**config.mk**
```make
export PLATFORM = sky130hd
export DESIGN_NAME = cmap_ctrl
export DESIGN_NICKNAME = d
export VERILOG_FILES = /design/src/sv/cmap_pkg.sv /design/src/sv/cmap_ctrl.sv
export SDC_FILE = /design/constraint.sdc
export NUM_CORES = 1
export LEC_CHECK = 0
export BUFFER_PORTS_ARGS = -buffer_cell sky130_fd_sc_hd__buf_4
export CELL_PAD_IN_SITES_DETAIL_PLACEMENT = 0
export CELL_PAD_IN_SITES_GLOBAL_PLACEMENT = 1
export CORE_AREA = 2 2 39 41
export DETAILED_ROUTE_END_ITERATION = 10
export DIE_AREA = 0 0 41 43
export GPL_TIMING_DRIVEN = 0
export PLACE_DENSITY = 0.64
export SYNTH_ARGS = -nofsm -noshare
export SYNTH_HDL_FRONTEND = slang
export SYNTH_SLANG_ARGS = --single-unit
```
**constraint.sdc**
```tcl
create_clock -name clock -period 1.15 [get_ports clock]
set_input_delay 0 -clock clock [delete_from_list [all_inputs] [get_ports clock]]
set_output_delay 0 -clock clock [all_outputs]
set_load 0.02 [all_outputs]
```
**src/sv/cmap_pkg.sv**
```systemverilog
`timescale 1ns / 1ps

package cmap_pkg;

   localparam int MAX_SEGMENTS = 64;
   localparam int GLYPH_WORDS  = 1024;

   localparam int SEG_AW   = (MAX_SEGMENTS > 1) ? $clog2(MAX_SEGMENTS) : 1;
   localparam int GLYPH_AW = (GLYPH_WORDS > 1) ? $clog2(GLYPH_WORDS) : 1;
   localparam int CNT_W    = $clog2(MAX_SEGMENTS + 1);
   localparam int IDX_W    = CNT_W + 18;

   localparam int ACTION_W = 2;
   localparam int SLOT_W   = 10;
   localparam int WORD_W   = 16;
   localparam int CFG_W    = 7;

   typedef enum logic [ACTION_W-1:0] {
      ACT_SEG_WRITE   = 2'd0,
      ACT_GLYPH_WRITE = 2'd1,
      ACT_LOOKUP      = 2'd2
   } action_type;

   typedef enum logic [1:0] {
      RES_MISS  = 2'd0,
      RES_DELTA = 2'd1,
      RES_FAULT = 2'd2,
      RES_GLYPH = 2'd3
   } res_kind_type;

   typedef struct packed {
      logic [WORD_W-1:0] seg_end;
      logic [WORD_W-1:0] seg_start;
      logic [WORD_W-1:0] seg_delta;
      logic [WORD_W-1:0] seg_range;
   } seg_type;

   typedef struct packed {
      logic         cfg_we;
      logic         seg_we;
      logic         glyph_we;
      logic         scan_init;
      logic         scan_step;
      logic         seg_latch;
      logic         res_load;
      res_kind_type res_kind;
   } cmd_type;

   typedef struct packed {
      logic hit;
      logic miss;
      logic range_zero;
      logic fault;
   } stat_type;

endpackage

```
**src/sv/cmap_ctrl.sv**
```systemverilog
`timescale 1ns / 1ps

module cmap_ctrl (
   input  logic               clock,
   input  logic               reset,
   input  logic               start,
   input  logic [1:0]         req_action,
   input  logic               csr_valid,
   input  cmap_pkg::stat_type stat,
   output cmap_pkg::cmd_type  cmd,
   output logic               busy,
   output logic               csr_ready
);
   import cmap_pkg::*;

   typedef enum logic [1:0] {
      ST_IDLE,
      ST_SCAN,
      ST_CALC,
      ST_GWAIT
   } state_type;

   state_type state_ff;
   state_type state_in;

   always_comb begin
      cmd      = '0;
      state_in = state_ff;
      case (state_ff)
         ST_IDLE: begin
            cmd.cfg_we = csr_valid;
            if (start) begin
               case (req_action)
                  ACT_SEG_WRITE:   cmd.seg_we = 1'b1;
                  ACT_GLYPH_WRITE: cmd.glyph_we = 1'b1;
                  ACT_LOOKUP: begin
                     cmd.scan_init = 1'b1;
                     state_in      = ST_SCAN;
                  end
                  default: ;
               endcase
            end
         end
         ST_SCAN: begin
            cmd.scan_step = 1'b1;
            if (stat.hit) begin
               cmd.seg_latch = 1'b1;
               state_in      = ST_CALC;
            end else if (stat.miss) begin
               cmd.res_load = 1'b1;
               cmd.res_kind = RES_MISS;
               state_in     = ST_IDLE;
            end
         end
         ST_CALC: begin
            if (stat.range_zero) begin
               cmd.res_load = 1'b1;
               cmd.res_kind = RES_DELTA;
               state_in     = ST_IDLE;
            end else if (stat.fault) begin
               cmd.res_load = 1'b1;
               cmd.res_kind = RES_FAULT;
               state_in     = ST_IDLE;
            end else begin
               state_in = ST_GWAIT;
            end
         end
         ST_GWAIT: begin
            cmd.res_load = 1'b1;
            cmd.res_kind = RES_GLYPH;
            state_in     = ST_IDLE;
         end
         default: state_in = ST_IDLE;
      endcase
   end

   always_ff @(posedge clock) begin
      if (reset) begin
         state_ff <= ST_IDLE;
      end else begin
         state_ff <= state_in;
      end
   end

   assign busy      = (state_ff != ST_IDLE);
   assign csr_ready = (state_ff == ST_IDLE);

endmodule

```
# ---- Yosys cells after proc, flatten, opt, wreduce, memory -nomap -nowiden
# Index checks and enable logic that the tools add are counted.
dict set report op_classes {
  reduce_logical 4
  n_mux 19
  n_eq_ne 8
}
# cell n
set ops {}
lappend ops {{$mux W3} 5}
lappend ops {{$mux W2} 7}
lappend ops {{$pmux W3 S3} 1}
lappend ops {{$pmux W2 S4} 1}
lappend ops {{$eq A2 B2 Y1 const B} 3}
lappend ops {{$eq A2 B1 Y1 const B} 2}
lappend ops {{$logic_not A2 Y1} 2}
lappend ops {{$mux W1} 4}
lappend ops {{$mux W4} 1}
lappend ops {{$ne A3 B3 Y1 const B} 1}
lappend ops {{$reduce_and A3 Y1} 1}
lappend ops {{$ne A2 B1 Y1 const B} 1}
lappend ops {{$ne A2 B2 Y1 const B} 1}
lappend ops {{$reduce_bool A2 Y1} 1}
dict set report totals {
  regBits 2
  output_inout_bits 11
  inputBits 10
}

# ---- Depth between registers and ports, before layout
# Gate-level depths: netlist (run 1).
dict set report depth {
  depth_word 4
  ltp_mapped 3
}

# ---- Worst setup path before layout (run 1)
# No wires, ideal clock.
dict set report synth_timing {
  kind {register to output}
  from {reg state_ff[0]}
  to {out cmd[7] in the netlist's numbering}
  slack_ns -0.069
  t_required_ns 1.150
  path_buffers 0
  arrival_ns 1.219
  path_stages_with_launch 4
  cell_sequence {dfxtp_1 -> nor2_2 -> nand2_1 -> nor3_1}
}
# item line_no
set synth_lines {}
lappend synth_lines {{from (decl)} cmap_ctrl.sv:23} ;# state_type state_ff;
lappend synth_lines {{from (signal assigned)} cmap_ctrl.sv:81} ;# state_ff <= state_in;
lappend synth_lines {{to (decl)} cmap_ctrl.sv:10} ;# output cmap_pkg::cmd_type cmd,

==> impl_metrics.json, run 1 <==
{
  "postSynthAreaPerCell_um2": 6.53,
  "setup_slack_ps": 69.6,
  "ys_seq_elements": 2,
  "ctsLongestPathBuffers": 2,
  "synth_top_family_by_area": "simple AND/OR/NAND/NOR gates",
  "clk_pin_slew_worst_paths_ps": 30,
  "holdPathStages": 4,
  "clock_latency_ps": 220,
  "die_h_um": 43,
  "startpoint": "state_ff[1]",
  "largest_reg_flops": 2,
  "rr_startpoint": "state_ff[0]",
  "dp_cells": 63,
  "wirelength_um": 609,
  "worstPathRequired_ps": 1150,
  "crit_path_max_incr_delay_ps": 330,
  "ios": 21,
  "synth_xor_area_share_pct": 0,
  "critPathTopFamily": "simple AND/OR/NAND/NOR gates",
  "die_area_um2": 1760,
  "fin_skew_ps": 1.59,
  "yosysSeqAreaShare_pct": 22.7,
  "p_leak_nw": 0.219,
  "path_cells": "nor2_4 -> nand2_2 -> nor3b_2 -> buf_4",
  "io_buffer_count": 20,
  "synth_compound_area_share_pct": 12.8,
  "max_freq_mhz": 926,
  "worstSetupStartpointType": "register",
  "fin_crit_ps": 1080,
  "status": "completed",
  "vias": 273,
  "numCtsBuffers": 3,
  "synth_fp_nets": 37,
  "start_util_pct": 12.7,
  "holdWs_ps": 59.0,
  "post-route-util_pct": 29.7,
  "crit_path_end_kind": "primary output",
  "grt_usage_pct": 9.01,
  "finalSetupTns_ps": 0,
  "max_slew_margin_pct": 88.8,
  "area_delta_synth_final_pct": 133,
  "top_register": "state_ff",
  "grt_first_pass_wirelength_um": 1020,
  "clockRootBuffer": "clkbuf_4",
  "place_congestion": 0.593,
  "cts_tree": "built",
  "fp.coreArea_um2": 1380,
  "critPathBufInv": 1,
  "die_x_um": 41,
  "cts_sinks": 2,
  "synthMuxAreaShare_pct": 0,
  "grt_pass1_vias": 277,
  "cts-htree-levels": 1,
  "n_antenna_cell": 0,
  "grt_max_degree": 7,
  "rr_endpoint": "state_ff[1]",
  "powerDensity_nw_per_um2": 809,
  "crit_path_max_fanout": 4,
  "wl_per_cell_um": 8.83,
  "crit_type": "register to primary output",
  "dpl_worst_slack_ps": 138,
  "grt_antenna_before_repair": 0,
  "hold_start": "stat[2]",
  "cpMaxStageDelayCell": "dfxtp_2",
  "hp-class": "input pin to register",
  "synth_warnings": 0,
  "ir_drop_mv": 0.415,
  "fin_cells": 69,
  "vias_per_cell": 3.96,
  "cap_viol_max_count": 0,
  "synthAdderAreaFrac_pct": 0,
  "min_to": "state_ff[0]",
  "netlist_area_um2": 176,
  "dpl.hpwl_um": 460,
  "post-route-period-util_pct": 93.9,
  "rows": 14,
  "drt.antenna.violating_nets": 0,
  "drive_gt1_share_pct": 64.2,
  "ys_types": 15,
  "synth-simple-area-share_pct": 53.9,
  "reg2reg_slack_ps": 260,
  "first_pass_iters": 2,
  "overflow": 0,
  "drc": 0,
  "nNetsFinal": 65,
  "synthCells": 27,
  "rr_worst_depth": 3,
  "rsz0062_at_grt": "no",
  "worst_slew_pin_slew_ps": 168,
  "setup_viol": 0,
  "cp.arrival_ps": 1080,
  "hold_violations": 0,
  "largestRegisters": "state_ff: 2 flops",
  "crit_cells": 4,
  "drtIter0Drc": 1,
  "finalMaxSlewViolations": 0
}
==> what timing repair did <==
item,4_1_cts,5_1_grt
setup endpoints to repair,3,4
gates resized for setup,4,1
hold buffers,1,0
buffers inserted,1,1
endpoints found under the hold margin,2,0
pin swaps,2,3
==> routing by layer <==
metal  part of all wire (%)  vias up  routed length [µm]  GRT usage (%)
met5                      0        -                   0              0
met4                      0        0                   0           6.00
met3                     16        0                  96           6.81
met2                     44       22                 268           11.6
met1                     40      111                 244           9.87
li1                       -      140                   -              -
==> cell usage in the layout (no fill, tap or decap) <==
cell	instances
nor3_2	2
clkbuf_4	3
nor2_1	4
dlygate4sd3_1	1
nand4b_1	1
nand2_1	3
a31oi_1	1
and2b_4	1
inv_1	5
nor3b_2	1
o22ai_1	1
buf_4	22
dfxtp_4	1
nand2_2	2
and2_1	1
nor2_4	1
dfxtp_2	1
a21oi_1	2
==> Yosys cell counts <==
library cell	number	share of area (%)
a21oi_1	2	5.7
a31oi_1	1	3.5
and2_1	1	3.5
and2b_4	1	5.7
dfxtp_1	2	23
inv_1	5	11
nand2_1	4	8.5
nand2_2	1	3.5
nand4b_1	1	5.0
nor2_1	4	8.5
nor2_2	1	3.5
nor3_1	1	2.8
nor3_2	1	5.7
nor3b_2	1	7.1
o22ai_1	1	3.5
==> report_power, final <==
part	switching (mW)	internal (mW)	total [mW]
Combinational	0.0478	0.0548	0.103
Sequential	0.00309	0.0704	0.0735
Clock	0.0415	0.115	0.157
Total	0.0924	0.240	0.333
==> cells by family after synthesis <==
group / count (synthesis)
AND/OR/NAND/NOR: 16
buffers and inverters: 5
AO/OA/AOI/OAI: 4
flip-flops: 2
==> area by class of cell <==
| cell class | count | area, µm² |
|---|---|---|
| Inverter | 5 | 18.8 |
| Timing Repair Buffer | 23 | 175 |
| Multi-Input combinational cell | 20 | 130 |
| Clock buffer | 3 | 22.5 |
| Sequential cell | 2 | 45.0 |
| Fill cell | 151 | 972 |
| Tap cell | 16 | 20.0 |
==> worst max path at each step <==
stage	end
after floorplan	cmd[6]
after global placement	cmd[6]
after detailed placement	cmd[6]
after CTS	cmd[6]
after global routing	cmd[8]
final	cmd[6]
==> worst min-delay path, delay by kind of cell <==
kind	cells	cell delay (ps)
compound gates	1	70
simple gates	2	90
buf+inv	1	80
==> through the flow <==
| stage | cell area [µm²] | power (mW) |
|---|---|---|
| 2_1_floorplan | 181 | 0.117 |
| 3_3_place_gp | 352 | 0.170 |
| 3_5_place_dp | 352 | 0.170 |
| 4_1_cts | 403 | 0.343 |
| 5_1_grt | 412 | 0.366 |
| 6_report | 412 | 0.333 |
(Power assumes the default switching activity.)
==> inputs of run 2 (changes only) <==
- ABC_AREA: unset -> 1
- PLACE_DENSITY: 0.64 -> 0.67
- SETUP_SLACK_MARGIN: unset -> 0.3
==> run 2 against run 1 <==
  * Power is 50% higher
  * Core utilization is 12 points higher
  * Maximum frequency is 0.83% higher
  * Die area stayed put
  * Clock-buffer cell count stayed put
  * Via count is 17% higher
  * Sequential power is 9.9% higher
  * Global-route usage is 0.11 points higher
  * Flip-flop and latch count stayed put
  * First-iteration DRC count is 100% lower
  * Synthesized cell count is 26% higher
  * Hold slack better by 3.5 ps
  * Largest cell class unchanged
  * Largest power group is now combinational cells
  * Highest routed layer is now met4
==> impl_metrics.json, run 2 <==
{
  "status": "completed",
  "wirelength_um": 721,
  "synth_ff_type": "dfxtp_1",
  "die_x_um": 41,
  "area_delta_synth_final_pct": 202,
  "async_flop_share_pct": 0,
  "synth_area_leaders": "dfxtp_1, inv_1, a21oi_1, nand2_1, nor2_1",
  "synth_area_leader_cell": "dfxtp_1",
  "netlist.area_leader.share_pct": 20.8,
  "cts_tree": "built",
  "overflow": 0,
  "final_common_cell": "buf_4",
  "fin_crit_ps": 1070,
  "start_util_pct": 13.9,
  "cts_sinks": 2,
  "worst_slew_pin_slew_ps": 191,
  "synthCells": 34,
  "die_h_um": 43,
  "post-route-util_pct": 42.0,
  "clock_latency_ps": 220,
  "ys_types": 12,
  "grt_max_degree": 7,
  "nNetsFinal": 77,
  "vias": 319,
  "rr_worst_depth": 6,
  "cpMaxStageDelayCell": "dfxtp_4",
  "vias_per_cell": 3.94,
  "crit_path_max_incr_delay_ps": 350,
  "wl_per_cell_um": 8.90,
  "first_pass_iters": 1,
  "multi_input_area_um2": 190,
  "cap_viol_max_count": 0,
  "crit_type": "register to primary output",
  "holdPathStages": 4,
  "rsz0062_at_grt": "yes",
  "cp.arrival_ps": 1070,
  "hold_start": "stat[2]",
  "crit_path_max_fanout": 4,
  "ys_seq_elements": 2,
  "cts-htree-levels": 1,
  "drt.antenna.violating_nets": 0,
  "mostFrequentLayoutCells": "buf_4, buf_6, inv_1",
  "place_congestion": 0.672,
  "n_antenna_cell": 0,
  "max_slew_margin_pct": 87.1,
  "die_area_um2": 1760,
  "ir_drop_mv": 0.386,
  "grt_first_pass_wirelength_um": 1030,
  "hp-class": "input pin to register",
  "largest_reg_flops": 2,
  "clk_pin_slew_worst_paths_ps": 30,
  "worstSetupStartpointType": "register",
  "top_register": "state_ff",
  "rr_startpoint": "state_ff[1]",
  "ctsLongestPathBuffers": 2,
  "post-route-period-util_pct": 93.2,
  "synth_fp_nets": 44,
  "largestRegisters": "state_ff: 2 flops",
  "synthTopCellsByCount": "inv_1, nand2_1, nor2_1, a21oi_1",
  "yosysSeqAreaShare_pct": 20.8,
  "crit_path_end_kind": "primary output",
  "setup_viol": 0,
  "path_cells": "buf_12 -> nor2_4 -> nand2_2 -> inv_2 -> buf_6",
  "seqCellArea_um2": 45.0,
  "rows": 14,
  "max_freq_mhz": 933,
  "fin_skew_ps": 0.217,
  "rr_endpoint": "state_ff[0]",
  "p_leak_nw": 0.286,
  "postSynthAreaPerCell_um2": 5.67,
  "hold_violations": 0,
  "grt_usage_pct": 9.12,
  "dpl.hpwl_um": 507,
  "ios": 21,
  "drive_gt1_share_pct": 78.5,
  "powerDensity_nw_per_um2": 858,
  "startpoint": "state_ff[1]",
  "drc": 0,
  "worstPathRequired_ps": 1150,
  "grt_antenna_before_repair": 0,
  "min_to": "state_ff[0]",
  "numCtsBuffers": 3,
  "grt_pass1_vias": 284,
  "fp.coreArea_um2": 1380,
  "drtIter0Drc": 0,
  "finalSetupTns_ps": 0,
  "clockRootBuffer": "clkbuf_4",
  "synth_edf_count": 0,
  "finalMaxSlewViolations": 0,
  "synth.most_common_cell": "inv_1",
  "netlist_area_um2": 193,
  "fillers": 150,
  "synth_warnings": 0,
  "reg2reg_slack_ps": 120,
  "io_buffer_count": 20
}
## run 2: cells by family after synthesis
family	share of synthesized area (%)
compound gates	14.9
buf+inv	17.5
simple gates	46.8
flops	20.8
## run 2: timing repair
action / CTS / global route
hold buffers: 1 / 0
pin swaps: 5 / 5
hold endpoints to repair: 2 / 0
cloned: 0 / 0
gates resized for setup: 12 / 10
setup endpoints to repair: 12 / 13
buffers inserted: 6 / 1
## run 2: layout make-up
class	instances	share of cell area, %
repair buffers	28	45.2
inverters	9	7.10
clock buffers	3	3.87
well taps	16	3.44
multi-input cells	23	32.7
flip-flops and latches	2	7.74
## run 2: worst max-delay path by stage
stage / to
final: cmd[3]
after global routing: cmd[3]
after CTS: cmd[7]
after detailed placement: state_ff[0]
after global placement: state_ff[0]
after floorplan: state_ff[0]
## run 2: per-stage QoR
step | setup WS, ps | hold WS, ps | area (µm²) | power, mW | instances
global placement | 266 | 160 | 410 | 0.274 | 70
global route | 31.0 | 57.4 | 582 | 0.544 | 81
finish | 78.6 | 62.5 | 582 | 0.499 | 81
CTS | 53.0 | 49.3 | 534 | 0.483 | 80
floorplan | 202 | 37.0 | 240 | 0.194 | 34
detailed placement | 266 | 159 | 410 | 0.275 | 70
## run 2: worst max-delay path: cells and delay by family, from the launching register on
| family | cells | cell delay, ps |
|---|---|---|
| flip-flops | 1 | 350 |
| buffers and inverters | 3 | 290 |
| AND/OR/NAND/NOR | 2 | 220 |
## run 2: power breakdown
part / total, mW / internal [mW] / switching (mW)
clock: 0.148 / 0.115 / 0.0339
combinational: 0.270 / 0.134 / 0.135
sequential: 0.0808 / 0.0746 / 0.00622
total: 0.499 / 0.324 / 0.175
## run 2: routing by layer
layer | GRT usage (%) | wire [µm] | up-vias
met5 | 0 | 0 | -
met2 | 11.6 | 366 | 11
met1 | 10.5 | 289 | 139
met3 | 3.14 | 56 | 2
met4 | 10.0 | 8 | 0
li1 | - | - | 167
